[src/sv/scpp_pkg.sv]
// ----------------------------------------------------------------------------
// SOCKS5 connect request parser package
// Shared types, protocol constants and a helper function for the parser front
// end, the job queue and the reply back end.
// ----------------------------------------------------------------------------
package scpp_pkg;

  localparam logic [7:0] SOCKS_VER      = 8'h05;
  localparam logic [7:0] CMD_CONNECT    = 8'h01;
  localparam logic [7:0] ATYP_IPV4      = 8'h01;
  localparam logic [7:0] ATYP_DOMAIN    = 8'h03;
  localparam logic [7:0] ATYP_IPV6      = 8'h04;
  localparam logic [7:0] REP_SUCCESS    = 8'h00;
  localparam logic [7:0] REP_FAILURE    = 8'h05;
  localparam logic [7:0] REP_CMD_UNSUP  = 8'h07;
  localparam logic [7:0] REP_ATYP_UNSUP = 8'h08;
  localparam logic [7:0] IPV4_LEN       = 8'd4;
  localparam logic [7:0] IPV6_LEN       = 8'd16;

  localparam logic [3:0] AUTH_LAST_STEP  = 4'd1;
  localparam logic [3:0] REPLY_LAST_STEP = 4'd9;
  localparam logic [3:0] REPLY_ERR_STEP  = 4'd10;

  localparam int JQ_DEPTH = 4;
  localparam int JQ_AW    = $clog2(JQ_DEPTH);
  localparam int JQ_CW    = $clog2(JQ_DEPTH + 1);

  typedef enum logic [1:0] {
    REQ_NEW_CONN = 2'd0,
    REQ_BYTE     = 2'd1,
    REQ_FINAL    = 2'd2
  } req_type_t;

  typedef enum logic [3:0] {
    PH_GREET_VER = 4'd0,
    PH_NMETHODS  = 4'd1,
    PH_METHODS   = 4'd2,
    PH_REQ_VER   = 4'd3,
    PH_REQ_CMD   = 4'd4,
    PH_REQ_RSV   = 4'd5,
    PH_REQ_ATYP  = 4'd6,
    PH_DOM_LEN   = 4'd7,
    PH_ADDR      = 4'd8,
    PH_PORT_HI   = 4'd9,
    PH_PORT_LO   = 4'd10,
    PH_READY     = 4'd11,
    PH_FINISHED  = 4'd12,
    PH_DEAD      = 4'd13
  } phase_t;

  typedef enum logic [1:0] {
    OUT_REPLY = 2'd0,
    OUT_ADDR  = 2'd1,
    OUT_READY = 2'd2,
    OUT_ERROR = 2'd3
  } out_kind_t;

  typedef enum logic [1:0] {
    AK_IPV4   = 2'd0,
    AK_DOMAIN = 2'd1,
    AK_IPV6   = 2'd2
  } addr_kind_t;

  typedef enum logic [1:0] {
    ERR_VERSION = 2'd0,
    ERR_COMMAND = 2'd1,
    ERR_ATYP    = 2'd2
  } err_code_t;

  typedef enum logic [1:0] {
    JOB_ERROR = 2'd0,
    JOB_REPLY = 2'd1,
    JOB_ADDR  = 2'd2,
    JOB_READY = 2'd3
  } job_kind_t;

  typedef struct packed {
    job_kind_t   jkind;
    logic [7:0]  data;
    logic [7:0]  idx;
    logic [1:0]  ak;
    logic [7:0]  al;
    logic [15:0] port;
    logic [1:0]  err;
    logic [3:0]  last_step;
  } job_t;

  typedef struct packed {
    logic push;
    job_t job;
  } jq_wr_t;

  typedef struct packed {
    logic valid;
    job_t job;
  } jq_rd_t;

  function automatic logic [7:0] reply_byte(input logic [3:0] step, input logic [7:0] code);
    logic [7:0] b;
    case (step)
      4'd0:    b = SOCKS_VER;
      4'd1:    b = code;
      4'd3:    b = ATYP_IPV4;
      default: b = 8'h00;
    endcase
    return b;
  endfunction

endpackage

[src/sv/socks5_connect_request_parser_core.sv]
// ----------------------------------------------------------------------------
// SOCKS5 connect request parser core
// Server side handshake parser: a front end classifies each request, a job
// queue decouples it from a back end that emits the result items.
// ----------------------------------------------------------------------------
// Path: a request's first result is written to the job queue and then loaded
// into the back end's output register. The front end takes one request per
// cycle while the job queue has room.
// The back end emits one result per cycle while the consumer pops it, and a
// request can cause up to 11 results; a four-entry job queue absorbs bursts.
// Reset: synchronous rst_n clears the parser, the queue and the output stage.
module socks5_connect_request_parser_core (
  input  logic        clk,
  input  logic        rst_n,
  input  logic        push,
  output logic        full,
  input  logic [1:0]  in_req_type,
  input  logic [7:0]  in_rx_byte,
  input  logic        in_reply_ok,
  output logic        empty,
  input  logic        pop,
  output logic [1:0]  out_kind,
  output logic [7:0]  out_byte,
  output logic [7:0]  out_addr_index,
  output logic [1:0]  out_addr_kind,
  output logic [7:0]  out_addr_length,
  output logic [15:0] out_dest_port,
  output logic [1:0]  out_error_code,
  output logic        out_last_of_run
);

  scpp_pkg::jq_wr_t jq_wr;
  scpp_pkg::jq_rd_t jq_rd;
  logic             jq_full;
  logic             jq_pop;

  assign full = jq_full;

  scpp_front u_front (
    .clk         (clk),
    .rst_n       (rst_n),
    .push        (push),
    .jq_full     (jq_full),
    .in_req_type (in_req_type),
    .in_rx_byte  (in_rx_byte),
    .in_reply_ok (in_reply_ok),
    .jq_wr       (jq_wr)
  );

  scpp_job_fifo u_job_fifo (
    .clk     (clk),
    .rst_n   (rst_n),
    .jq_wr   (jq_wr),
    .jq_pop  (jq_pop),
    .jq_rd   (jq_rd),
    .jq_full (jq_full)
  );

  scpp_back u_back (
    .clk             (clk),
    .rst_n           (rst_n),
    .jq_rd           (jq_rd),
    .jq_pop          (jq_pop),
    .pop             (pop),
    .empty           (empty),
    .out_kind        (out_kind),
    .out_byte        (out_byte),
    .out_addr_index  (out_addr_index),
    .out_addr_kind   (out_addr_kind),
    .out_addr_length (out_addr_length),
    .out_dest_port   (out_dest_port),
    .out_error_code  (out_error_code),
    .out_last_of_run (out_last_of_run)
  );

endmodule

[src/sv/scpp_front.sv]
// ----------------------------------------------------------------------------
// SOCKS5 parser front end
// Accepts one request per cycle while the queue has room, tracks the handshake
// phase and turns each request into at most one job for the reply back end.
// ----------------------------------------------------------------------------
module scpp_front (
  input  logic              clk,
  input  logic              rst_n,
  input  logic              push,
  input  logic              jq_full,
  input  logic [1:0]        in_req_type,
  input  logic [7:0]        in_rx_byte,
  input  logic              in_reply_ok,
  output scpp_pkg::jq_wr_t  jq_wr
);

  scpp_pkg::phase_t phase_r, phase_nxt;
  logic [7:0] byte_count_r, byte_count_nxt;
  logic [7:0] methods_left_r, methods_left_nxt;
  logic [7:0] held_command_r, held_command_nxt;
  logic [1:0] held_addr_kind_r, held_addr_kind_nxt;
  logic [7:0] held_addr_length_r, held_addr_length_nxt;
  logic [7:0] port_high_r, port_high_nxt;
  logic       accept;
  logic [7:0] count_inc;
  logic [7:0] methods_dec;

  always_ff @(posedge clk) begin
    if (!rst_n) begin
      phase_r            <= scpp_pkg::PH_GREET_VER;
      byte_count_r       <= 8'd0;
      methods_left_r     <= 8'd0;
      held_command_r     <= 8'd0;
      held_addr_kind_r   <= 2'd0;
      held_addr_length_r <= 8'd0;
      port_high_r        <= 8'd0;
    end else begin
      phase_r            <= phase_nxt;
      byte_count_r       <= byte_count_nxt;
      methods_left_r     <= methods_left_nxt;
      held_command_r     <= held_command_nxt;
      held_addr_kind_r   <= held_addr_kind_nxt;
      held_addr_length_r <= held_addr_length_nxt;
      port_high_r        <= port_high_nxt;
    end
  end

  assign accept      = push && !jq_full;
  assign count_inc   = byte_count_r + 8'd1;
  assign methods_dec = methods_left_r - 8'd1;

  always_comb begin
    phase_nxt            = phase_r;
    byte_count_nxt       = byte_count_r;
    methods_left_nxt     = methods_left_r;
    held_command_nxt     = held_command_r;
    held_addr_kind_nxt   = held_addr_kind_r;
    held_addr_length_nxt = held_addr_length_r;
    port_high_nxt        = port_high_r;
    jq_wr                = '0;
    if (accept) begin
      unique case (in_req_type)
        scpp_pkg::REQ_NEW_CONN: begin
          phase_nxt            = scpp_pkg::PH_GREET_VER;
          byte_count_nxt       = 8'd0;
          methods_left_nxt     = 8'd0;
          held_command_nxt     = 8'd0;
          held_addr_kind_nxt   = 2'd0;
          held_addr_length_nxt = 8'd0;
          port_high_nxt        = 8'd0;
        end
        scpp_pkg::REQ_BYTE: begin
          unique case (phase_r)
            scpp_pkg::PH_GREET_VER: begin
              if (in_rx_byte != scpp_pkg::SOCKS_VER) begin
                jq_wr.push      = 1'b1;
                jq_wr.job.jkind = scpp_pkg::JOB_ERROR;
                jq_wr.job.err   = scpp_pkg::ERR_VERSION;
                phase_nxt       = scpp_pkg::PH_DEAD;
              end else begin
                phase_nxt = scpp_pkg::PH_NMETHODS;
              end
            end
            scpp_pkg::PH_NMETHODS: begin
              methods_left_nxt = in_rx_byte;
              if (in_rx_byte == 8'd0) begin
                jq_wr.push          = 1'b1;
                jq_wr.job.jkind     = scpp_pkg::JOB_REPLY;
                jq_wr.job.data      = scpp_pkg::REP_SUCCESS;
                jq_wr.job.last_step = scpp_pkg::AUTH_LAST_STEP;
                phase_nxt           = scpp_pkg::PH_REQ_VER;
              end else begin
                phase_nxt = scpp_pkg::PH_METHODS;
              end
            end
            scpp_pkg::PH_METHODS: begin
              methods_left_nxt = methods_dec;
              if (methods_dec == 8'd0) begin
                jq_wr.push          = 1'b1;
                jq_wr.job.jkind     = scpp_pkg::JOB_REPLY;
                jq_wr.job.data      = scpp_pkg::REP_SUCCESS;
                jq_wr.job.last_step = scpp_pkg::AUTH_LAST_STEP;
                phase_nxt           = scpp_pkg::PH_REQ_VER;
              end
            end
            scpp_pkg::PH_REQ_VER: begin
              phase_nxt = scpp_pkg::PH_REQ_CMD;
            end
            scpp_pkg::PH_REQ_CMD: begin
              held_command_nxt = in_rx_byte;
              phase_nxt        = scpp_pkg::PH_REQ_RSV;
            end
            scpp_pkg::PH_REQ_RSV: begin
              phase_nxt = scpp_pkg::PH_REQ_ATYP;
            end
            scpp_pkg::PH_REQ_ATYP: begin
              byte_count_nxt = 8'd0;
              if (held_command_r != scpp_pkg::CMD_CONNECT) begin
                jq_wr.push          = 1'b1;
                jq_wr.job.jkind     = scpp_pkg::JOB_REPLY;
                jq_wr.job.data      = scpp_pkg::REP_CMD_UNSUP;
                jq_wr.job.err       = scpp_pkg::ERR_COMMAND;
                jq_wr.job.last_step = scpp_pkg::REPLY_ERR_STEP;
                phase_nxt           = scpp_pkg::PH_DEAD;
              end else if (in_rx_byte == scpp_pkg::ATYP_IPV4) begin
                held_addr_kind_nxt   = scpp_pkg::AK_IPV4;
                held_addr_length_nxt = scpp_pkg::IPV4_LEN;
                phase_nxt            = scpp_pkg::PH_ADDR;
              end else if (in_rx_byte == scpp_pkg::ATYP_DOMAIN) begin
                held_addr_kind_nxt = scpp_pkg::AK_DOMAIN;
                phase_nxt          = scpp_pkg::PH_DOM_LEN;
              end else if (in_rx_byte == scpp_pkg::ATYP_IPV6) begin
                held_addr_kind_nxt   = scpp_pkg::AK_IPV6;
                held_addr_length_nxt = scpp_pkg::IPV6_LEN;
                phase_nxt            = scpp_pkg::PH_ADDR;
              end else begin
                jq_wr.push          = 1'b1;
                jq_wr.job.jkind     = scpp_pkg::JOB_REPLY;
                jq_wr.job.data      = scpp_pkg::REP_ATYP_UNSUP;
                jq_wr.job.err       = scpp_pkg::ERR_ATYP;
                jq_wr.job.last_step = scpp_pkg::REPLY_ERR_STEP;
                phase_nxt           = scpp_pkg::PH_DEAD;
              end
            end
            scpp_pkg::PH_DOM_LEN: begin
              held_addr_length_nxt = in_rx_byte;
              phase_nxt = (in_rx_byte == 8'd0) ? scpp_pkg::PH_PORT_HI : scpp_pkg::PH_ADDR;
            end
            scpp_pkg::PH_ADDR: begin
              jq_wr.push      = 1'b1;
              jq_wr.job.jkind = scpp_pkg::JOB_ADDR;
              jq_wr.job.data  = in_rx_byte;
              jq_wr.job.idx   = byte_count_r;
              jq_wr.job.ak    = held_addr_kind_r;
              jq_wr.job.al    = held_addr_length_r;
              byte_count_nxt  = count_inc;
              if (count_inc >= held_addr_length_r) begin
                phase_nxt = scpp_pkg::PH_PORT_HI;
              end
            end
            scpp_pkg::PH_PORT_HI: begin
              port_high_nxt = in_rx_byte;
              phase_nxt     = scpp_pkg::PH_PORT_LO;
            end
            scpp_pkg::PH_PORT_LO: begin
              jq_wr.push      = 1'b1;
              jq_wr.job.jkind = scpp_pkg::JOB_READY;
              jq_wr.job.ak    = held_addr_kind_r;
              jq_wr.job.al    = held_addr_length_r;
              jq_wr.job.port  = {port_high_r, in_rx_byte};
              phase_nxt       = scpp_pkg::PH_READY;
            end
            default: begin
            end
          endcase
        end
        scpp_pkg::REQ_FINAL: begin
          if (phase_r == scpp_pkg::PH_READY) begin
            jq_wr.push          = 1'b1;
            jq_wr.job.jkind     = scpp_pkg::JOB_REPLY;
            jq_wr.job.data      = in_reply_ok ? scpp_pkg::REP_SUCCESS : scpp_pkg::REP_FAILURE;
            jq_wr.job.last_step = scpp_pkg::REPLY_LAST_STEP;
            phase_nxt           = scpp_pkg::PH_FINISHED;
          end
        end
        default: begin
        end
      endcase
    end
  end

endmodule

[src/sv/scpp_job_fifo.sv]
// ----------------------------------------------------------------------------
// SOCKS5 parser job queue
// Short first-in first-out queue of jobs between the front end and the
// reply back end.
// ----------------------------------------------------------------------------
module scpp_job_fifo (
  input  logic              clk,
  input  logic              rst_n,
  input  scpp_pkg::jq_wr_t  jq_wr,
  input  logic              jq_pop,
  output scpp_pkg::jq_rd_t  jq_rd,
  output logic              jq_full
);

  scpp_pkg::job_t mem [scpp_pkg::JQ_DEPTH];
  logic [scpp_pkg::JQ_AW-1:0] wr_ptr_r, wr_ptr_nxt;
  logic [scpp_pkg::JQ_AW-1:0] rd_ptr_r, rd_ptr_nxt;
  logic [scpp_pkg::JQ_CW-1:0] count_r, count_nxt;
  logic do_push;
  logic do_pop;

  assign jq_full  = (count_r == scpp_pkg::JQ_CW'(scpp_pkg::JQ_DEPTH));
  assign do_push  = jq_wr.push && !jq_full;
  assign do_pop   = jq_pop && (count_r != '0);

  always_comb begin
    wr_ptr_nxt = do_push ? wr_ptr_r + 1'b1 : wr_ptr_r;
    rd_ptr_nxt = do_pop ? rd_ptr_r + 1'b1 : rd_ptr_r;
    count_nxt  = count_r;
    if (do_push && !do_pop) begin
      count_nxt = count_r + 1'b1;
    end else if (do_pop && !do_push) begin
      count_nxt = count_r - 1'b1;
    end
  end

  always_ff @(posedge clk) begin
    if (!rst_n) begin
      wr_ptr_r <= '0;
      rd_ptr_r <= '0;
      count_r  <= '0;
    end else begin
      wr_ptr_r <= wr_ptr_nxt;
      rd_ptr_r <= rd_ptr_nxt;
      count_r  <= count_nxt;
    end
  end

  always_ff @(posedge clk) begin
    if (do_push) begin
      mem[wr_ptr_r] <= jq_wr.job;
    end
  end

  assign jq_rd.valid = (count_r != '0);
  assign jq_rd.job   = mem[rd_ptr_r];

endmodule

[src/sv/scpp_back.sv]
// ----------------------------------------------------------------------------
// SOCKS5 parser reply back end
// Expands each job into its result items in an output register that the
// consumer drains, one item per cycle while the register is empty or popped.
// ----------------------------------------------------------------------------
module scpp_back (
  input  logic              clk,
  input  logic              rst_n,
  input  scpp_pkg::jq_rd_t  jq_rd,
  output logic              jq_pop,
  input  logic              pop,
  output logic              empty,
  output logic [1:0]        out_kind,
  output logic [7:0]        out_byte,
  output logic [7:0]        out_addr_index,
  output logic [1:0]        out_addr_kind,
  output logic [7:0]        out_addr_length,
  output logic [15:0]       out_dest_port,
  output logic [1:0]        out_error_code,
  output logic              out_last_of_run
);

  logic [3:0]  step_r, step_nxt;
  logic        valid_r, valid_nxt;
  logic [1:0]  kind_r, kind_nxt;
  logic [7:0]  byte_r, byte_nxt;
  logic [7:0]  idx_r, idx_nxt;
  logic [1:0]  ak_r, ak_nxt;
  logic [7:0]  al_r, al_nxt;
  logic [15:0] port_r, port_nxt;
  logic [1:0]  err_r, err_nxt;
  logic        last_r, last_nxt;
  logic        load;
  logic        is_last;

  assign load    = jq_rd.valid && (!valid_r || pop);
  assign is_last = (step_r == jq_rd.job.last_step);
  assign jq_pop  = load && is_last;

  always_comb begin
    step_nxt  = step_r;
    valid_nxt = valid_r;
    kind_nxt  = kind_r;
    byte_nxt  = byte_r;
    idx_nxt   = idx_r;
    ak_nxt    = ak_r;
    al_nxt    = al_r;
    port_nxt  = port_r;
    err_nxt   = err_r;
    last_nxt  = last_r;
    if (load) begin
      valid_nxt = 1'b1;
      step_nxt  = is_last ? 4'd0 : step_r + 4'd1;
      last_nxt  = is_last;
      kind_nxt  = scpp_pkg::OUT_REPLY;
      byte_nxt  = 8'd0;
      idx_nxt   = 8'd0;
      ak_nxt    = 2'd0;
      al_nxt    = 8'd0;
      port_nxt  = 16'd0;
      err_nxt   = 2'd0;
      unique case (jq_rd.job.jkind)
        scpp_pkg::JOB_ERROR: begin
          kind_nxt = scpp_pkg::OUT_ERROR;
          err_nxt  = jq_rd.job.err;
        end
        scpp_pkg::JOB_ADDR: begin
          kind_nxt = scpp_pkg::OUT_ADDR;
          byte_nxt = jq_rd.job.data;
          idx_nxt  = jq_rd.job.idx;
          ak_nxt   = jq_rd.job.ak;
          al_nxt   = jq_rd.job.al;
        end
        scpp_pkg::JOB_READY: begin
          kind_nxt = scpp_pkg::OUT_READY;
          ak_nxt   = jq_rd.job.ak;
          al_nxt   = jq_rd.job.al;
          port_nxt = jq_rd.job.port;
        end
        scpp_pkg::JOB_REPLY: begin
          if (step_r == scpp_pkg::REPLY_ERR_STEP) begin
            kind_nxt = scpp_pkg::OUT_ERROR;
            err_nxt  = jq_rd.job.err;
          end else begin
            byte_nxt = scpp_pkg::reply_byte(step_r, jq_rd.job.data);
          end
        end
        default: begin
        end
      endcase
    end else if (pop) begin
      valid_nxt = 1'b0;
    end
  end

  always_ff @(posedge clk) begin
    if (!rst_n) begin
      step_r  <= 4'd0;
      valid_r <= 1'b0;
    end else begin
      step_r  <= step_nxt;
      valid_r <= valid_nxt;
    end
  end

  always_ff @(posedge clk) begin
    kind_r <= kind_nxt;
    byte_r <= byte_nxt;
    idx_r  <= idx_nxt;
    ak_r   <= ak_nxt;
    al_r   <= al_nxt;
    port_r <= port_nxt;
    err_r  <= err_nxt;
    last_r <= last_nxt;
  end

  assign empty           = !valid_r;
  assign out_kind        = kind_r;
  assign out_byte        = byte_r;
  assign out_addr_index  = idx_r;
  assign out_addr_kind   = ak_r;
  assign out_addr_length = al_r;
  assign out_dest_port   = port_r;
  assign out_error_code  = err_r;
  assign out_last_of_run = last_r;

endmodule
[config.mk]
export PLATFORM = sky130hd
export DESIGN_NAME = socks5_connect_request_parser_core
export DESIGN_NICKNAME = d
export VERILOG_FILES = /design/src/sv/scpp_pkg.sv /design/src/sv/socks5_connect_request_parser_core.sv /design/src/sv/scpp_front.sv /design/src/sv/scpp_job_fifo.sv /design/src/sv/scpp_back.sv
export SDC_FILE = /design/constraint.sdc
export NUM_CORES = 1
export LEC_CHECK = 0
export ABC_CLOCK_PERIOD_IN_PS = 4400
export BUFFER_PORTS_ARGS = -buffer_cell sky130_fd_sc_hd__buf_2
export CORE_MARGIN = 2
export CORE_UTILIZATION = 55
export DETAILED_ROUTE_END_ITERATION = 10
export PLACE_DENSITY = 0.75
export SLEW_MARGIN = 40
export SYNTH_ARGS = -nofsm -noshare
export SYNTH_HDL_FRONTEND = slang
export SYNTH_HIERARCHICAL = 1
export SYNTH_SLANG_ARGS = --single-unit
[constraint.sdc]
create_clock -name clk -period 4.4 [get_ports clk]
set_clock_uncertainty 0.2 [all_clocks]
set_input_delay 1.32 -clock clk [delete_from_list [all_inputs] [get_ports clk]]
set_output_delay 1.32 -clock clk [all_outputs]
set_load 0.005 [all_outputs]
# Word-level counts from Yosys, hierarchy flattened
# Memory sizes are Yosys's and may differ from the RTL's. A register that Yosys moved wholly into a read port is not among the register bits.
# Index checks and enable logic that the tools add are counted.
# totals
regBits	105
ramBits	200
input_bits	15
out_inout_bits	49
mem_count	1
# classes
add_sub_neg	7
n_lt_le_gt_ge	1
eq_ne	41
n_mux	75
reduce_logical	32
# mem_list
memory	words	width	rd	rd_ports_with_merged_regs	wr	line	text
u_job_fifo.mem	4	50	1	1	1	scpp_job_fifo.sv:15	scpp_pkg::job_t mem [scpp_pkg::JQ_DEPTH];
# ops
op	n
one-hot mux 8 bit (2 select lines)	9
two-way mux 11 bit	7
two-way mux 8 bit	8
two-way mux 51 bit	1
one-hot mux 4 bit (11 select lines)	1
two-way mux 36 bit	1
two-way mux 4 bit	9
one-hot mux 8 bit (4 select lines)	1
two-way mux 6 bit	4
one-hot mux 4 bit (3 select lines)	2
one-hot mux 8 bit (3 select lines)	1
one-hot mux 11 bit (2 select lines)	1
equality test 4 bit (second input constant)	5
two-way mux 2 bit	10
one-hot mux 3 bit (6 select lines)	1
equality test 4 x 3 -> 1 bit (second input constant)	4
zero test 8 bit	2
two-way mux 16 bit	1
two-way mux 3 bit	5
equality test 4 x 2 -> 1 bit (second input constant)	3
!= test 12 bit (second input constant)	1
!= test 3 bit (second input constant)	4
AND reduction 3 bit	4
AND reduction 6 bit	2
other kinds (37)	69

# Depth between registers and ports, before layout
# Gate-level depths: netlist of run 1.
# logic_depth
word_depth	13
mapped_depth	16

# Modules after synthesis
# The synthesis of run 1 kept the hierarchy.
# by_module_without_submodules
mod	instances	cells_each	area_each_um2
scpp_job_fifo	1	310	7756.2
scpp_front	1	464	3492.1
scpp_back	1	151	2145.8

# Worst setup path before layout of run 1
# Ideal clock, no wire load.
# synth_path
path_type	in2reg
start	in in_rx_byte[2]
end	mem u_job_fifo/mem[0][0] (netlist bit), enable pin
arrival_ns	3.924
required_time_ns	3.787
slack_ns	-0.137
stages	10
cell_sequence	clkbuf_1 > nor2b_1 > o211ai_1 > or2_2 > a21oi_1 > and3_1 > a21oi_1 > nor2b_1 > buf_2 > and2_1
# synth_lines
element	line	text
start: declaration	socks5_connect_request_parser_core.sv:18	input logic [7:0] in_rx_byte,
end: declaration	scpp_job_fifo.sv:15	

==> flow_summary.json, run 1 <==
{
  "status": "finished clean",
  "required_ns": 4.66,
  "drive_gt1_share_pct": 21.9,
  "setup_ws_ns": 0.523,
  "cts.path.max_buffers": 3,
  "synth_area_leaders": "edfxtp_1 (55%), dfxtp_1 (9.0%), mux4_2 (8.4%)",
  "period_share_pct": 88.1,
  "synth_compound_area_share_pct": 6.16,
  "path_delay_family": "simple AND/OR/NAND/NOR gates",
  "critPathMaxFanout": 4,
  "synth_most_common_cell": "edfxtp_1",
  "hp-class": "flip-flop to flip-flop",
  "ys_seq_elements": 307,
  "yosys_most_used_dff": "edfxtp_1",
  "holdCritStartpoint": "u_front/held_addr_kind_r[0]$_SDFFE_PN0P_",
  "finalHoldViolations": 0,
  "slew_viol_final": 0,
  "cts_sinks": 307,
  "post-cts-setup-buffers": 0,
  "vias": 7992,
  "synth_top_area_share_pct": 55.4,
  "synth_top_family_by_area": "simple AND/OR/NAND/NOR gates",
  "worst_setup_path_start_kind": "primary input",
  "placedCellCount": 1299,
  "synthAdderAreaFrac_pct": 2.77,
  "synth_mux_area_share_pct": 9.98,
  "row_count": 57,
  "portBuffers": 63,
  "area_growth_pct": 12.8,
  "yosysWarnings": 6,
  "drc": 0,
  "finalSetupTns_ns": 0,
  "grt_overflow": 0,
  "drt-wirelength-per-cell_um": 20.8,
  "cts_buffers": 30,
  "p_leak_nw": 5.09,
  "finalSetupViolCount": 0,
  "yosys-top-cells-count": "edfxtp_1 (247), dfxtp_1 (60), nand2_1 (56), and2_1 (54), nor2_1 (52)",
  "grtUsageTotal_pct": 22.1,
  "clk_pin_slew_worst_paths_ns": 0.06,
  "post_cts_resized": 0,
  "nNetsFinal": 1051,
  "drt-pass1-iter-count": 6,
  "dpl-instance-area_um2": 14100,
  "hpwl_mm": 18.6,
  "crit_type": "primary input to flip-flop",
  "synthSimpleGateAreaFrac_pct": 12.7,
  "fin_area_um2": 15100,
  "synthCells": 925,
  "maxCapViolations": 0,
  "r2r_cells": 13,
  "die-area_um2": 25600,
  "slew_headroom_pct": 49.0,
  "arrival_ns": 4.14,
  "htree_levels": 1,
  "start_util_pct": 55.6,
  "netlist_area_um2": 13400,
  "grt_pass1_wl_mm": 43.9,
  "r2r_slack_ns": 0.60,
  "final_cells": 1356,
  "ant_nets": 0,
  "ctsHoldBuffers": 0,
  "critPathBufInv": 3,
  "drt-vias-per-instance": 5.89,
  "die_h_um": 160,
  "core_um2": 24100,
  "power.density_nw_per_um2": 393,
  "synthDistinctLibCells": 81,
  "min_period_ns": 3.88,
  "reg2reg_to": "u_job_fifo/count_r[2]$_SDFFE_PN0P_",
  "synth_area_per_cell_um2": 14.5,
  "yosysSeqAreaShare_pct": 64.3,
  "synthArstFlopShare_pct": 0,
  "synthXorXnorAreaFrac_pct": 1.18,
  "drt_iter0_markers": 721,
  "max_stage_delay_ns": 0.37,
  "whs_path_depth": 2,
  "nFillCells": 1804,
  "finalWeightedCongestion": 0.962,
  "cp_cell_sequence": "buf_2 > inv_1 > ha_1 > nand4_1 > nor2_1 > a21oi_1 > and3_1 > a21oi_1 > nor2b_1 > ha_1 > inv_1 > fa_1 > xor2_1 > or3_1 > a21boi_0",
  "die_x_um": 160,
  "worst_pin_slew_ns": 0.759,
  "synth-edff-count": 247,
  "drt_wl_total_mm": 28.2,
  "grt_max_degree": 47,
  "rsz0062_at_grt": "false",
  "boundaryPins": 64,
  "max_freq_ghz": 0.258,
  "grt_pass1_vias": 7785,
  "r2r_start": "u_front/methods_left_r[0]$_SDFFE_PN0P_",
  "antenna_found_initial": 1,
  "peakVddDrop_mv": 0.212,
  "slowest_stage": "fa_1",
  "synth_fp_nets": 969,
  "holdWs_ns": 0.274,
  "yosysTopAreaCell": "edfxtp_1",
  "cts_tree": "built",
  "pre_cts_ws_ns": 0.100,
  "clk_latency_ns": 0.55,
  "cts_root_buf": "clkbuf_16",
  "worstHoldEndpoint": "u_front/held_addr_kind_r[0]$_SDFFE_PN0P_",
  "cp-end-kind": "flip-flop"
}
through the flow:
stage / utilization, % / power, W
floorplan: - / 0.00341
global placement: 58.6 / 0.00351
detailed placement: 58.6 / 0.00352
CTS: 62.6 / 0.00597
global route: 62.7 / 0.00612
finish: 62.7 / 0.00593
layer usage:
metal / vias up / GRT usage (%) / wire length [µm]
li1: 3653 / - / -
met1: 3938 / 31.8 / 11800
met2: 333 / 35.9 / 13700
met3: 68 / 2.70 / 1920
met4: 0 / 6.31 / 720
met5: - / 0 / 0
state kept, by name, summed over array words and instances (netlist names), 2 cells and up, named ones only:
name and flops:
u_job_fifo/mem 200, u_back/out_dest_port 16, u_back/out_addr_index 8, u_back/out_addr_length 8, u_back/out_byte 8, u_front/byte_count_r 8
u_front/held_addr_length_r 8, u_front/held_command_r 8, u_front/methods_left_r 8, u_front/port_high_r 8, u_back/step_r 4, u_front/phase_r 4
u_job_fifo/count_r 3, u_back/out_addr_kind 2, u_back/out_error_code 2, u_back/out_kind 2, u_front/held_addr_kind_r 2, u_job_fifo/rd_ptr_r 2
u_job_fifo/wr_ptr_r 2
worst reg2reg max path: stages, from the launching register on:
cell and delay [ns]:
dfxtp_1 0.37, nor3_1 0.48, nand3_2 0.16, a2111oi_4 0.41, nand2_1 0.15, and3_1 0.20
a21oi_1 0.11, nor2b_1 0.28, ha_1 0.25, inv_1 0.06, fa_1 0.37, xor2_1 0.17
or3_1 0.30, a21boi_0 0.19
layout by cell type (no fill, tap or decap), types with 12 or more instances in the layout:
cell       count
a21oi_1       26
and2_1        50
and3_1        20
buf_2         63
buf_4         25
clkbuf_16     31
dfxtp_1       58
edfxtp_1     247
ha_1          28
inv_1         28
mux2i_1       21
mux4_2        50
nand2_1       56
nand3_1       14
nor2_1        51
nor2b_1       51
o21ai_0       24
xnor2_1       12
report_power, final:
group          switching (W)  internal, W  total [W]
combinational       0.000168     0.000100   0.000268
sequential         0.0000271      0.00316    0.00319
clock                0.00105      0.00143    0.00247
total                0.00124      0.00469    0.00593
cells by family (layout without fill, tap and decap cells):
logic type	after synthesis	in the layout
compound gates	120	120
xor+xnor	18	18
fa+ha+maj	29	29
buf+inv	74	180
flops	307	307
mux	71	71
other cells	1	2
simple gates	305	305
worst max path at each step:
stage | from | end | slack [ns] | cells after the start
after floorplan | in_rx_byte[2] | u_job_fifo/count_r[2]$_SDFFE_PN0P_ | 0.24 | 15
after global placement | in_rx_byte[5] | u_job_fifo/count_r[2]$_SDFFE_PN0P_ | 0.19 | 13
after detailed placement | in_req_type[0] | u_job_fifo/count_r[2]$_SDFFE_PN0P_ | 0.10 | 15
after CTS | in_req_type[0] | u_job_fifo/count_r[2]$_SDFFE_PN0P_ | 0.66 | 15
after global routing | u_front/methods_left_r[0]$_SDFFE_PN0P_ | u_job_fifo/count_r[2]$_SDFFE_PN0P_ | 0.40 | 13
final | in_req_type[0] | u_job_fifo/count_r[2]$_SDFFE_PN0P_ | 0.52 | 15
area by class of cell:
type | count | area (µm²) | area share [%]
Tap cell | 324 | 405 | 2.68
Timing Repair Buffer | 92 | 583 | 3.86
Sequential cell | 307 | 8620 | 57.1
Antenna cell | 1 | 2.50 | 0.0166
Inverter | 32 | 120 | 0.795
Multi-Input combinational cell | 544 | 4400 | 29.1
Clock inverter | 17 | 116 | 0.770
Clock buffer | 39 | 856 | 5.67
Note: power is estimated with default switching activity, not from simulation.
==> run 2: changes to the inputs <==
- CORE_UTILIZATION: 55 -> 57
- CTS_BUF_LIST: default -> sky130_fd_sc_hd__clkbuf_4
- PLACE_DENSITY: 0.75 -> 0.78
==> flow_summary.json, run 2 (synthesis gave the netlist of run 1 again) <==
{
  "max_freq_ghz": 0.270,
  "hpwl_mm": 17.7,
  "hp-class": "flip-flop to flip-flop",
  "required_ns": 4.78,
  "period_share_pct": 84.2,
  "grt_max_degree": 51,
  "die_h_um": 157,
  "grtUsageTotal_pct": 22.4,
  "status": "finished clean",
  "cts_root_buf": "clkbuf_4",
  "die_x_um": 157,
  "boundaryPins": 64,
  "nNetsFinal": 1094,
  "drt_wl_total_mm": 26.7,
  "clk_latency_ns": 0.67,
  "cts.path.max_buffers": 3,
  "drt_iter0_markers": 684,
  "slew_headroom_pct": 49.1,
  "nFillCells": 1721,
  "r2r_cells": 15,
  "finalHoldViolations": 0,
  "finalSetupTns_ns": 0,
  "critPathBufInv": 2,
  "antenna_found_initial": 1,
  "holdWs_ns": 0.268,
  "portBuffers": 63,
  "mostFrequentLayoutCell": "edfxtp_1",
  "r2r_start": "u_front/methods_left_r[0]$_SDFFE_PN0P_",
  "max_stage_delay_ns": 0.42,
  "min_period_ns": 3.70,
  "final_cell_mix": "edfxtp_1 (247), clkbuf_4 (107), buf_2 (63)",
  "worst_pin_slew_ns": 0.760,
  "power_w": 0.00570,
  "drc": 0,
  "cp.depth": 14,
  "post-cts-setup-buffers": 0,
  "slew_viol_final": 0,
  "busiest_layer": "met2",
  "peakVddDrop_mv": 0.166,
  "drive_gt1_share_pct": 26.1,
  "worst_setup_path_start_kind": "primary input",
  "top_register": "u_job_fifo/mem",
  "reg2reg_to": "u_job_fifo/count_r[2]$_SDFFE_PN0P_",
  "grt_overflow": 0,
  "drt-wirelength-per-cell_um": 18.7,
  "cts_sinks": 307,
  "drt-pass1-iter-count": 6,
  "post_cts_resized": 0,
  "finalSetupViolCount": 0,
  "cts_buffers": 75,
  "grt_pass1_vias": 7854,
  "cp-end-kind": "flip-flop",
  "grt_use_met3_pct": 4.90,
  "row_count": 56,
  "grt_util_met2_pct": 35.1,
  "cp_cell_sequence": "buf_2 > nor4_2 > o211ai_1 > or2_2 > a21oi_1 > and3_1 > a21oi_1 > nor2b_1 > ha_1 > inv_1 > fa_1 > xor2_1 > or3_1 > a21boi_0",
  "largest_reg_flops": 200,
  "multi_input_area_um2": 4400,
  "p_leak_nw": 5.15,
  "slowest_stage": "nor4_2",
  "clk_pin_slew_worst_paths_ns": 0.07,
  "cpMostUsedCell": "a21oi_1",
  "finalWeightedCongestion": 0.956,
  "start_util_pct": 57.6,
  "vias": 8119,
  "startpoint": "in_rx_byte[4]",
  "rsz0062_at_grt": "false",
  "power.density_nw_per_um2": 379,
  "drt-vias-per-instance": 5.69,
  "ctsHoldBuffers": 0,
  "r2r_slack_ns": 0.72,
  "critPathMaxFanout": 6,
  "crit_type": "primary input to flip-flop",
  "cts_tree": "built",
  "maxCapViolations": 0,
  "ant_nets": 0,
  "path_delay_family": "simple AND/OR/NAND/NOR gates",
  "seqCellArea_um2": 8620,
  "met1_usage_pct": 31.5,
  "crit_end": "u_job_fifo/count_r[2]$_SDFFE_PN0P_",
  "htree_levels": 3,
  "arrival_ns": 4.08,
  "die-area_um2": 24700,
  "grt_pass1_wl_mm": 42.1,
  "core_um2": 23300,
  "area_growth_pct": 12.3
}
[run 2: changes by cell type in the layout (fill, tap and decap cells not counted), sizes merged]
cell	before	now
clkinvlp	2	1
clkinv	15	25
buf	92	90
inv	31	32
clkbuf	39	107
[run 2: area by class of cell]
type,instances,share of cell area [%]
Sequential cell,307,57.3
Timing Repair Buffer,90,3.72
Clock inverter,27,0.899
Antenna cell,1,0.0166
Clock buffer,107,5.34
Tap cell,319,2.65
Multi-Input combinational cell,544,29.2
Inverter,32,0.799
[run 2: layer usage]
metal	up-vias	wire (µm)
met3	37	1930
li1	3797	-
met5	-	0
met1	3960	11500
met4	0	416
met2	325	12800
[run 2: tightest hold or removal path: stages (launching register included)]
cell and delay, ns:
dfxtp_1 0.31, nand2_1 0.05, a21boi_0 0.06
[run 2: how the worst min path moves through the flow]
stage                                                           from                                         end  slack, ns  depth (start not counted)
after floorplan             u_front/held_addr_kind_r[0]$_SDFFE_PN0P_    u_front/held_addr_kind_r[0]$_SDFFE_PN0P_       0.24                          2
after detailed placement    u_front/held_addr_kind_r[0]$_SDFFE_PN0P_    u_front/held_addr_kind_r[0]$_SDFFE_PN0P_       0.26                          2
after global placement      u_front/held_addr_kind_r[0]$_SDFFE_PN0P_    u_front/held_addr_kind_r[0]$_SDFFE_PN0P_       0.25                          2
after global routing      u_front/held_addr_length_r[4]$_SDFFE_PN0P_  u_front/held_addr_length_r[4]$_SDFFE_PN0P_       0.31                          2
final                       u_front/held_addr_kind_r[0]$_SDFFE_PN0P_    u_front/held_addr_kind_r[0]$_SDFFE_PN0P_       0.27                          2
after CTS                   u_front/held_addr_kind_r[0]$_SDFFE_PN0P_    u_front/held_addr_kind_r[0]$_SDFFE_PN0P_       0.27                          2
[run 2: per-stage QoR]
step	utilization, %	instance area [µm²]	std cells	setup slack (ns)
floorplan	-	13400	925	0.240
global placement	60.6	14100	1292	0.131
detailed placement	60.6	14100	1292	0.0640
CTS	64.6	15000	1426	0.742
global route	64.6	15000	1427	0.468
finish	64.6	15000	1427	0.697
[run 2: power breakdown]
part / switching [W] / internal, W / total (W)
clock: 0.00106 / 0.00118 / 0.00225
combinational: 0.000167 / 0.000100 / 0.000267
sequential: 0.0000242 / 0.00316 / 0.00319
